$ cat config.mk
export PLATFORM = sky130hd
export DESIGN_NAME = rom_dma_table_locator_core
export DESIGN_NICKNAME = d
export VERILOG_FILES = /design/src/rdtl_pkg.sv /design/src/rdtl_window.sv /design/src/rdtl_check.sv /design/src/rdtl_out.sv /design/src/rom_dma_table_locator_core.sv
export VERILOG_INCLUDE_DIRS = /design/src /design/src/src
export SDC_FILE = /design/constraint.sdc
export NUM_CORES = 1
export LEC_CHECK = 0
export ABC_AREA = 1
export BUFFER_PORTS_ARGS = -buffer_cell sky130_fd_sc_hd__buf_2
export CAP_MARGIN = 10
export CORE_ASPECT_RATIO = 0.5
export CORE_MARGIN = 4
export CORE_UTILIZATION = 55
export DETAILED_ROUTE_END_ITERATION = 8
export GPL_TIMING_DRIVEN = 0
export HOLD_SLACK_MARGIN = 0.12
export MAX_ROUTING_LAYER = met4
export PLACE_DENSITY = 0.77
export RECOVER_POWER = 25
export SYNTH_ARGS = -nofsm -noshare
export SYNTH_HDL_FRONTEND = slang
export SYNTH_SLANG_ARGS = --single-unit
$ cat constraint.sdc
create_clock -name clock -period 11.8 [get_ports clock]
set_clock_uncertainty 0.15 [all_clocks]
set_input_delay 1.18 -clock clock [delete_from_list [all_inputs] [get_ports clock]]
set_output_delay 1.18 -clock clock [all_outputs]
set_load 0.05 [all_outputs]
$ cat src/rom_dma_table_locator_core_assert.svh
// Assertion macros shared by the locator RTL. Each macro samples on the rising
// edge of clock and is disabled while reset is high.
`ifndef ROM_DMA_TABLE_LOCATOR_CORE_ASSERT_SVH
`define ROM_DMA_TABLE_LOCATOR_CORE_ASSERT_SVH
`ifndef SYNTHESIS
`define RDTL_ASSERT(lbl, prop, msg) \
   lbl: assert property (@(posedge clock) disable iff (reset) (prop)) else $error(msg);
`define RDTL_ASSERT_NEXT(lbl, cond, prop, msg) \
   lbl: assert property (@(posedge clock) disable iff (reset) (cond) |=> (prop)) \
      else $error(msg);
`else
`define RDTL_ASSERT(lbl, prop, msg)
`define RDTL_ASSERT_NEXT(lbl, cond, prop, msg)
`endif
`endif

$ cat src/rdtl_pkg.sv
`default_nettype none

package rdtl_pkg;

   localparam int WORD_W       = 32;
   localparam int COUNT_W      = 28;
   localparam int WINDOW_WORDS = 12;
   localparam int ENTRY_SHIFT  = 4;
   localparam int CSR_ADDR_W   = 3;

   localparam logic [WORD_W-1:0] ROM_SIZE_RESET = 32'd67108864;

   // Register indexes, taken from byte address bit 2.
   localparam logic REG_ROM_SIZE = 1'b0;

   // Element 0 is the oldest word, element 11 the newest.
   typedef logic [WINDOW_WORDS-1:0][WORD_W-1:0] window_type;

   typedef struct packed {
      logic                found;
      logic [WORD_W-1:0]   table_offset;
      logic [WORD_W-1:0]   table_size;
      logic [COUNT_W-1:0]  entry_count;
   } result_type;

   typedef struct packed {
      logic                hit;
      logic [WORD_W-1:0]   table_offset;
      logic [WORD_W-1:0]   table_size;
   } check_type;

endpackage

`default_nettype wire

$ cat src/rdtl_window.sv
`default_nettype none

module rdtl_window (
   input  wire logic                          clock,
   input  wire logic                          reset,
   input  wire logic                          shift_en,
   input  wire logic                          clear,
   input  wire logic [rdtl_pkg::WORD_W-1:0]   word,
   output rdtl_pkg::window_type               window,
   output logic      [rdtl_pkg::WORD_W-1:0]   word_index
);

   rdtl_pkg::window_type               window_ff;
   rdtl_pkg::window_type               window_in;
   logic [rdtl_pkg::WORD_W-1:0]        word_index_ff;
   logic [rdtl_pkg::WORD_W-1:0]        word_index_in;

   always_comb begin
      window_in     = window_ff;
      word_index_in = word_index_ff;
      if (shift_en) begin
         window_in = {word, window_ff[rdtl_pkg::WINDOW_WORDS-1:1]};
         if (clear) begin
            word_index_in = '0;
         end else begin
            word_index_in = word_index_ff + 32'd1;
         end
      end
   end

   // The window needs no reset: a candidate is only examined once twelve
   // words have arrived since the last clear.
   always_ff @(posedge clock) begin
      window_ff <= window_in;
   end

   always_ff @(posedge clock) begin
      if (reset) begin
         word_index_ff <= '0;
      end else begin
         word_index_ff <= word_index_in;
      end
   end

   assign window     = window_ff;
   assign word_index = word_index_ff;

endmodule

`default_nettype wire

$ cat src/rdtl_check.sv
`default_nettype none

module rdtl_check (
   input  wire rdtl_pkg::window_type          window,
   input  wire logic [rdtl_pkg::WORD_W-1:0]   word,
   input  wire logic [rdtl_pkg::WORD_W-1:0]   word_index,
   input  wire logic [rdtl_pkg::WORD_W-1:0]   size_limit,
   output rdtl_pkg::check_type                check
);

   rdtl_pkg::window_type            w;
   logic [rdtl_pkg::WORD_W-1:0]     cand_words;
   logic [rdtl_pkg::WORD_W+1:0]     cand_pos;
   logic [rdtl_pkg::WORD_W-1:0]     span;
   logic                            window_full;
   logic                            on_boundary;
   logic                            first_ok;
   logic                            second_ok;
   logic                            third_ok;
   logic                            ordered;
   logic                            within_rom;
   logic                            nonempty;
   logic                            at_candidate;

   always_comb begin
      // The check looks at the window as it stands after this word shifts in.
      w           = {word, window[rdtl_pkg::WINDOW_WORDS-1:1]};
      window_full = word_index >= 32'(rdtl_pkg::WINDOW_WORDS - 1);
      on_boundary = word_index[1:0] == 2'b11;
      cand_words  = word_index - 32'(rdtl_pkg::WINDOW_WORDS - 1);
      cand_pos    = {cand_words, 2'b00};
      span        = w[9] - w[8];

      first_ok  = (w[0] == '0) && (w[1] != '0) && (w[2] == '0) && (w[3] == '0);
      second_ok = (w[4] == w[1]) && (w[6] == w[1]) && (w[7] == '0);
      third_ok  = (w[8] == w[5]) && (w[10] == w[5]) && (w[11] == '0);
      ordered      = w[5] >= w[4];
      within_rom   = w[9] <= size_limit;
      nonempty     = w[9] > w[8];
      at_candidate = {2'b00, w[8]} == cand_pos;

      check.hit = window_full && on_boundary && first_ok && second_ok && third_ok &&
                  ordered && within_rom && nonempty && at_candidate &&
                  (span[rdtl_pkg::ENTRY_SHIFT-1:0] == '0);
      check.table_offset = w[8];
      check.table_size   = span;
   end

endmodule

`default_nettype wire

$ cat src/rdtl_out.sv
`default_nettype none

module rdtl_out (
   input  wire logic              clock,
   input  wire logic              reset,
   input  wire logic              load,
   input  wire rdtl_pkg::result_type result,
   input  wire logic              out_ready,
   output logic                   out_valid,
   output logic                   slot_free,
   output rdtl_pkg::result_type   out_result
);

   logic                   valid_ff;
   logic                   valid_in;
   rdtl_pkg::result_type   result_ff;
   rdtl_pkg::result_type   result_in;

   // The slot takes a new result in the same cycle that the old one leaves.
   assign slot_free = !valid_ff || out_ready;

   always_comb begin
      valid_in  = valid_ff && !out_ready;
      result_in = result_ff;
      if (load) begin
         valid_in  = 1'b1;
         result_in = result;
      end
   end

   always_ff @(posedge clock) begin
      if (reset) begin
         valid_ff <= 1'b0;
      end else begin
         valid_ff <= valid_in;
      end
   end

   always_ff @(posedge clock) begin
      result_ff <= result_in;
   end

   assign out_valid  = valid_ff;
   assign out_result = result_ff;

endmodule

`default_nettype wire

$ cat src/rom_dma_table_locator_core.sv
`default_nettype none

`include "rom_dma_table_locator_core_assert.svh"

// Streaming locator for a three-entry file table in a ROM image. Words of the
// image arrive on req_ one per transfer, big-endian assembled, with req_tlast on
// the final word. The block takes one word every cycle; each word is checked
// against a twelve-word shift window in the cycle it is accepted, and a result
// shows on rsp_ in the next cycle from a single output register, which frees in
// the cycle its transfer completes, so the input keeps flowing while the
// consumer is ready. The first matching table gives one result with rsp_tuser
// high; an image without one gives a single result with rsp_tuser low on its
// last word. The rom_size_bytes register sits at csr_ address 0 and should be
// written only while the stream is idle.

module rom_dma_table_locator_core (
   input  wire logic                              clock,
   input  wire logic                              reset,
   // tdata: rom_word[31:0]
   input  wire logic                              req_tvalid,
   output logic                                   req_tready,
   input  wire logic [31:0]                       req_tdata,
   input  wire logic                              req_tlast,
   // tdata: table_offset[31:0], table_size[63:32], entry_count[91:64], zero pad
   output logic                                   rsp_tvalid,
   input  wire logic                              rsp_tready,
   output logic [95:0]                            rsp_tdata,
   // tuser: found[0]
   output logic                                   rsp_tuser,
   input  wire logic                              csr_psel,
   input  wire logic                              csr_penable,
   input  wire logic                              csr_pwrite,
   input  wire logic [rdtl_pkg::CSR_ADDR_W-1:0]   csr_paddr,
   input  wire logic [31:0]                       csr_pwdata,
   output logic [31:0]                            csr_prdata,
   output logic                                   csr_pready
);

   logic [rdtl_pkg::WORD_W-1:0]  rom_limit_ff;
   logic [rdtl_pkg::WORD_W-1:0]  rom_limit_in;
   logic                         match_ff;
   logic                         match_in;
   logic                         req_accept;
   logic                         slot_free;
   logic                         hit;
   logic                         load;
   rdtl_pkg::window_type         window;
   logic [rdtl_pkg::WORD_W-1:0]  word_index;
   rdtl_pkg::check_type          check;
   rdtl_pkg::result_type         result;
   rdtl_pkg::result_type         out_result;

   // Configuration port.
   assign csr_pready = 1'b1;

   always_comb begin
      rom_limit_in = rom_limit_ff;
      if (csr_psel && csr_penable && csr_pwrite && csr_pready &&
          (csr_paddr[2] == rdtl_pkg::REG_ROM_SIZE)) begin
         rom_limit_in = csr_pwdata;
      end
   end

   always_comb begin
      csr_prdata = '0;
      if (csr_paddr[2] == rdtl_pkg::REG_ROM_SIZE) begin
         csr_prdata = rom_limit_ff;
      end
   end

   always_ff @(posedge clock) begin
      if (reset) begin
         rom_limit_ff <= rdtl_pkg::ROM_SIZE_RESET;
      end else begin
         rom_limit_ff <= rom_limit_in;
      end
   end

   // Datapath.
   assign req_tready = slot_free;
   assign req_accept = req_tvalid && req_tready;

   rdtl_window u_window (
      .clock      (clock),
      .reset      (reset),
      .shift_en   (req_accept),
      .clear      (req_tlast),
      .word       (req_tdata),
      .window     (window),
      .word_index (word_index)
   );

   rdtl_check u_check (
      .window     (window),
      .word       (req_tdata),
      .word_index (word_index),
      .size_limit (rom_limit_ff),
      .check      (check)
   );

   assign hit  = req_accept && !match_ff && check.hit;
   assign load = hit || (req_accept && req_tlast && !match_ff);

   always_comb begin
      result = '0;
      if (hit) begin
         result.found        = 1'b1;
         result.table_offset = check.table_offset;
         result.table_size   = check.table_size;
         result.entry_count  =
            check.table_size[rdtl_pkg::WORD_W-1:rdtl_pkg::ENTRY_SHIFT];
      end
   end

   always_comb begin
      match_in = match_ff;
      if (req_accept) begin
         if (req_tlast) begin
            match_in = 1'b0;
         end else if (hit) begin
            match_in = 1'b1;
         end
      end
   end

   always_ff @(posedge clock) begin
      if (reset) begin
         match_ff <= 1'b0;
      end else begin
         match_ff <= match_in;
      end
   end

   rdtl_out u_out (
      .clock      (clock),
      .reset      (reset),
      .load       (load),
      .result     (result),
      .out_ready  (rsp_tready),
      .out_valid  (rsp_tvalid),
      .slot_free  (slot_free),
      .out_result (out_result)
   );

   assign rsp_tuser = out_result.found;
   assign rsp_tdata = {4'b0000, out_result.entry_count, out_result.table_size,
                       out_result.table_offset};

   // Checks.
   `RDTL_ASSERT(a_found_shape, rsp_tvalid && rsp_tuser |-> (rsp_tdata[35:32] == 4'b0000) && (rsp_tdata[63:32] != '0) && (rsp_tdata[91:64] == rsp_tdata[63:36]), "found result with inconsistent size")
   `RDTL_ASSERT(a_notfound_zero, rsp_tvalid && !rsp_tuser |-> rsp_tdata == '0, "not-found result carries data")
   `RDTL_ASSERT_NEXT(a_last_clears, req_accept && req_tlast, (word_index == '0) && !match_ff, "state not cleared after last word")
   `RDTL_ASSERT_NEXT(a_hit_sets_flag, hit && !req_tlast, match_ff && rsp_tvalid && rsp_tuser, "reported match not recorded")

endmodule

`default_nettype wire

==> flow_summary.ini, run 1 <==
[run_status]
status = completed

[pwr]
p_int_mw = 2.90
p_leak_nw = 12.9
power_frac_seq_pct = 51.2
combPwrFrac_pct = 13.3
power.density_nw_per_um2 = 141
power.switching_mw = 1.19
switching_share_pct = 29.1
p_clk_share_pct = 35.5
ir_drop_v = 0.000116

[setup_path]
crit_arrival_ns = 4.86
crit_slowest_cell = nand2_4
cp_num_buf_inv = 1
required_ns = 11.84
slowest_delay_ns = 0.75
cp_max_fo = 65
criticalPathCategory = reg -> reg
crit_path_end_kind = flop
r2r_end = u_out.out_result[18]
crit_path_cell_trace = ha_1, fa_1, nand2_1, inv_1, nand4_1, nor2_1, nand4_1, nor2_1, nand4_1, nor2_1, nand4_1, nand2_4
critPathTopFamily = simple AND/OR/NAND/NOR gates
critical_path.reg2reg.startpoint = u_window.window[288]
rrSetupSlack_ns = 6.98
crit_path_frequent_cell = nand4_1
reg2regPathDepth = 12
critical_path.startpoint_type = flop

[yosys]
synth_cell_types = 48
ys.warnings.count = 0
synth_top_area_share_pct = 48.7
synthTopCellsByArea = edfxtp_1, nand2_1, nor2_1
synth_edf_count = 417
syn-cell-area_um2 = 25700
synth_ff_type = edfxtp_1
avgSynthCellArea_um2 = 8.62
yosysSeqAreaShare_pct = 53.9
ys_async_sr_fraction_pct = 0
yosys.area.top_type = edfxtp_1
synth-seq-cells = 483
synthCells = 2983

[timing]
setup_viol = 0
rsz0062_at_grt = no
timing.final.crit_share_pct = 40.9
drv_slew = 0
final_hold_viol_count = 0
max_slew_margin_pct = 29.8
max_freq_mhz = 207
setup-tns-final_ns = 0
fin_ws_ns = 6.98
worst_pin_slew_ns = 1.04
period_needed_ns = 4.82

[global_routing]
grt_max_degree = 129
grt_pass1_wl_um = 132000
grt_use_total_pct = 36.9
grt_pass1_vias = 20800
grt.overflow.total = 0
antenna_found_initial = 5

[detailed_routing]
via_per_inst = 5.69
wl_per_cell_um = 23.6
dr.pass1.iters = 6
initialDrtViolationCount = 3496
antenna_left = 0
vias = 22200
drc_errors = 0
wl_um = 92100

[layout]
mostFrequentLayoutCell = nand2_1
multiInputGateArea_um2 = 10100
drive_above_1_share_pct = 11.3
fill_cells = 3861
syn_to_final_growth_pct = 12.9
final_net_count = 3410
layout_common_cells = nand2_1, nor2_1, edfxtp_1, inv_1, buf_2
ff_latch_area_um2 = 13800

[floorplan]
die_h_um = 161
dieArea_um2 = 50500
io_pins = 207
die_w_um = 314
start_util_pct = 56.3
core-area_um2 = 45700
num_rows = 55

[placed_design]
gp_congestion = 1.06
pre_cts_ws_ns = 7.16
portBuffers = 196
dp_hpwl_um = 74400

[cts]
cts_inserted_buffers = 44
cts_resized = 0
cts_tree = built
worst_skew_pair.late_latency_ns = 0.58
cts_sinks = 483
cts_hold_buffers = 0
cts-root-buf = clkbuf_16
post_cts_buffers = 0
path_clk_slew_ns = 0.07
cts-htree-levels = 2
clockBufferDepth = 3

[min_path]
holdPathStages = 0
whs_endpoint = u_window.window[288]
hold_class = reg -> reg
holdCritStartpoint = u_window.window[320]

[run]
cap_violations = 0
## synthesized netlist by cell type (2+ instances only)
cell and count:
nand3b_1 10, or2_2 5, ha_1 97, xnor2_1 31
xor2_1 47, o21ai_0 77, nor2_4 3, nor3b_1 3
nor2_1 560, inv_2 6, o21bai_1 12, buf_4 33
nor2_2 35, o311ai_0 2, a2111oi_0 2, inv_1 358
o21a_1 3, a31oi_1 5, nand4_1 89, a211oi_1 2
nor3_1 18, clkinv_1 2, buf_2 6, edfxtp_1 417
nand2_2 4, nor4_1 18, a21o_1 4, a21oi_1 126
a221oi_1 3, conb_1 2, nand2_1 793, a21boi_0 4
clkbuf_1 28, nand3_1 84, and2_1 8, buf_6 6
o211ai_1 4, dfxtp_1 66
## routing by layer
| metal | vias up | track usage (%) | wire (um) |
|---|---|---|---|
| li1 | 10200 | - | - |
| met1 | 10500 | 51.9 | 37800 |
| met2 | 1278 | 56.5 | 40800 |
| met3 | 164 | 6.62 | 11100 |
| met4 | 0 | 8.12 | 2430 |
| met5 | - | - | 0 |
## how the worst max path moves through the flow
stage               slack [ns]            startpoint                    to  cells after the start
floorplan                 4.65            rsp_tready  u_window.window[100]                      5
global placement          3.22            rsp_tready   u_window.window[52]                      6
detailed placement        7.16  u_window.window[288]  u_out.out_result[27]                     12
CTS                       7.16  u_window.window[288]  u_out.out_result[21]                     12
global route              6.92  u_window.window[288]  u_out.out_result[18]                     12
finish                    6.98  u_window.window[288]  u_out.out_result[18]                     12
## stage by stage
| step | total power [mW] | area [um2] | instances | util (%) | hold WS [ns] |
|---|---|---|---|---|---|
| global route | 4.22 | 29000 | 3900 | 63.5 | 0.336 |
| CTS | 4.07 | 29000 | 3898 | 63.5 | 0.322 |
| detailed placement | 2.65 | 27600 | 3818 | 60.4 | 0.298 |
| floorplan | 2.44 | 25700 | 2992 | - | 0.276 |
| finish | 4.09 | 29000 | 3900 | 63.5 | 0.321 |
| global placement | 2.66 | 27500 | 3815 | 60.2 | 0.286 |
## kinds of logic after synthesis
kind of cell	Yosys count	share of synthesized area (%)
xor+xnor	78	2.66
simple gates	1635	26.3
buf+inv	439	7.10
fa+ha+maj	98	4.80
flops	483	53.9
other cells	2	0.0292
compound gates	248	5.29
## layout make-up
| type | count | area share, % |
|---|---|---|
| multi-input cells | 2070 | 34.7 |
| clock inverters | 28 | 0.789 |
| well taps | 627 | 2.70 |
| diodes | 2 | 0.0172 |
| flip-flops and latches | 483 | 47.7 |
| clock buffers | 52 | 4.08 |
| inverters | 366 | 4.73 |
| repair buffers | 199 | 3.66 |
| plain buffers | 73 | 1.59 |
## registers in the layout, indices dropped and copies added (netlist names)
signal               flops
u_out.out_result        65
rom_limit_ff            32
match_ff                 1
u_window.window        352
u_out.out_valid          1
u_window.word_index     32
## power by group through the flow
stage | Clock (mW) | Sequential, mW | Combinational, mW
global route | 1.53 | 2.10 | 0.593
global placement | 0 | 2.14 | 0.517
detailed placement | 0 | 2.12 | 0.530
floorplan | 0 | 2.10 | 0.334
finish | 1.45 | 2.09 | 0.544
CTS | 1.45 | 2.09 | 0.532
Power figures use the tool's default switching activity.
==> inputs of run 2 (changes only) <==
- clock period: 11.8 -> 3.9 ns (I/O delays scaled with it)
==> flow_summary.ini, run 2 (synthesized netlist as in run 1, its figures left out) <==
[run_status]
status = finished with violations
violations = negative setup slack

[cts]
cts_sinks = 483
cts-root-buf = clkbuf_16
worst_skew_pair.late_latency_ns = 0.59
cts_tree = built
clockBufferDepth = 3
path_clk_slew_ns = 0.07
cts-htree-levels = 2
cts_inserted_buffers = 43

[floorplan]
core-area_um2 = 45700
die_w_um = 314
num_rows = 55
io_pins = 207
die_h_um = 161
start_util_pct = 56.3
dieArea_um2 = 50500

[timing]
fin_ws_ns = -0.0189
max_freq_mhz = 255
worst_pin_slew_ns = 1.31
rsz0062_at_grt = yes
period_needed_ns = 3.92
hold_ws_ns = 0.240
setup_viol = 23
timing.final.crit_share_pct = 100
max_slew_margin_pct = 12.4
final_hold_viol_count = 0
drv_slew = 0

[placed_design]
dp_hpwl_um = 74400
portBuffers = 196
gp_congestion = 1.06

[global_routing]
use_met2_pct = 57.5
grt_use_total_pct = 38.2
grt_pass1_vias = 21300
use_met3_pct = 7.83
grt_max_degree = 192
grt.overflow.total = 0
antenna_found_initial = 1
top_usage_layer = met2
grt_pass1_wl_um = 137000
met1_usage_pct = 53.3

[pwr]
p_int_mw = 8.79
power.density_nw_per_um2 = 412
ir_drop_v = 0.000319
combPwrFrac_pct = 14.6
p_total_mw = 12.5
p_clk_share_pct = 34.9
power_frac_seq_pct = 50.5
power.switching_mw = 3.69
switching_share_pct = 29.6
p_leak_nw = 13.4

[setup_path]
crit_path_end_kind = flop
crit_path_frequent_cell = nor2_1
required_ns = 3.99
critPathTopFamily = simple AND/OR/NAND/NOR gates
critical_path.startpoint_type = flop
slowest_delay_ns = 0.52
crit_path_cell_trace = inv_1, ha_1, nand2_1, inv_1, nand3_1, nor2_2, inv_1, nor2_1, nor2_1, nand3_1, nor2_1, nand3_1, nor2_1, nand4_1, buf_4, nand2_8
criticalPathCategory = reg -> reg
crit_slowest_cell = edfxtp_1
crit_arrival_ns = 4.01
cp_max_fo = 32
cp_num_buf_inv = 4

[layout]
largest_reg_flops = 352
final_util_pct = 66.3
mostFrequentLayoutCell = nand2_1
syn_to_final_growth_pct = 17.9
layout_common_cells = nand2_1, nor2_1, edfxtp_1, inv_1, buf_2
drive_above_1_share_pct = 12.9
final_net_count = 3530
fill_cells = 3662

[detailed_routing]
wl_per_cell_um = 24.0
via_per_inst = 5.75
dr.pass1.iters = 6
wl_um = 96600
vias = 23100
initialDrtViolationCount = 3409
antenna_left = 0
drc_errors = 0

[min_path]
hold_class = in -> reg

[run]
cap_violations = 0
-- run 2: final cells by class --
| class | count | area (um2) | share of cell area [%] |
|---|---|---|---|
| Multi-Input combinational cell | 2072 | 10300 | 34.0 |
| Clock inverter | 29 | 230 | 0.759 |
| Tap cell | 627 | 785 | 2.59 |
| Antenna cell | 1 | 2.50 | 0.00826 |
| Timing Repair Buffer | 318 | 2100 | 6.93 |
| Inverter | 366 | 1380 | 4.55 |
| Buffer | 73 | 500 | 1.65 |
| Clock buffer | 51 | 1150 | 3.81 |
| Sequential cell | 483 | 13800 | 45.7 |
-- run 2: final timing paths --
| path | start | endpoint | slack [ns] | depth (start not counted) |
|---|---|---|---|---|
| hold reg to reg | u_window.window[320] | u_window.window[288] | 0.32 | 0 |
| setup reg to reg | u_window.window[305] | u_out.out_result[1] | -0.02 | 16 |
| hold / removal | req_tlast | u_window.word_index[31] | 0.24 | 4 |
| setup / recovery | u_window.window[305] | u_out.out_result[1] | -0.02 | 16 |
-- run 2: per-stage QoR --
step	std cells	instance area, um2	worst slack (ns)	setup TNS (ns)
finish	4020	30300	-0.0189	-0.277
global route	4019	30300	-0.0641	-3.22
CTS	3973	29700	-0.00428	-0.00428
detailed placement	3816	27600	-0.682	-61.92
global placement	3815	27500	-1.03	-81.18
floorplan	2992	25800	0.404	0
-- run 2: worst reg2reg max path: stages (launching register included) --
cell	delay [ns]
edfxtp_1	0.52
inv_1	0.39
ha_1	0.36
nand2_1	0.15
inv_1	0.07
nand3_1	0.13
nor2_2	0.10
inv_1	0.07
nor2_1	0.06
nor2_1	0.12
nand3_1	0.09
nor2_1	0.33
nand3_1	0.13
nor2_1	0.24
nand4_1	0.16
buf_4	0.24
nand2_8	0.27
-- run 2: repair_timing --
action | in CTS | in global routing
pin swaps | 3 | 11
hold endpoints to repair | 73 | 0
setup buffers | 7 | 42
hold buffers | 69 | 0
setup endpoints to repair | 124 | 124
resized for setup | 8 | 64
gates cloned | 1 | 4
-- run 2: metal layers --
metal | wire length, um | vias to the layer above
met5 | 0 | -
met4 | 3300 | 0
met2 | 42200 | 1441
met3 | 12100 | 251
li1 | - | 10500
met1 | 39000 | 10900
-- run 2: power groups by stage --
stage	sequential, mW	clock (mW)	combinational, mW
final	6.31	4.35	1.82
after global placement	6.42	0	1.58
after floorplan	6.32	0	1.01
after global routing	6.32	4.62	1.96
after detailed placement	6.42	0	1.61
after CTS	6.31	4.34	1.68
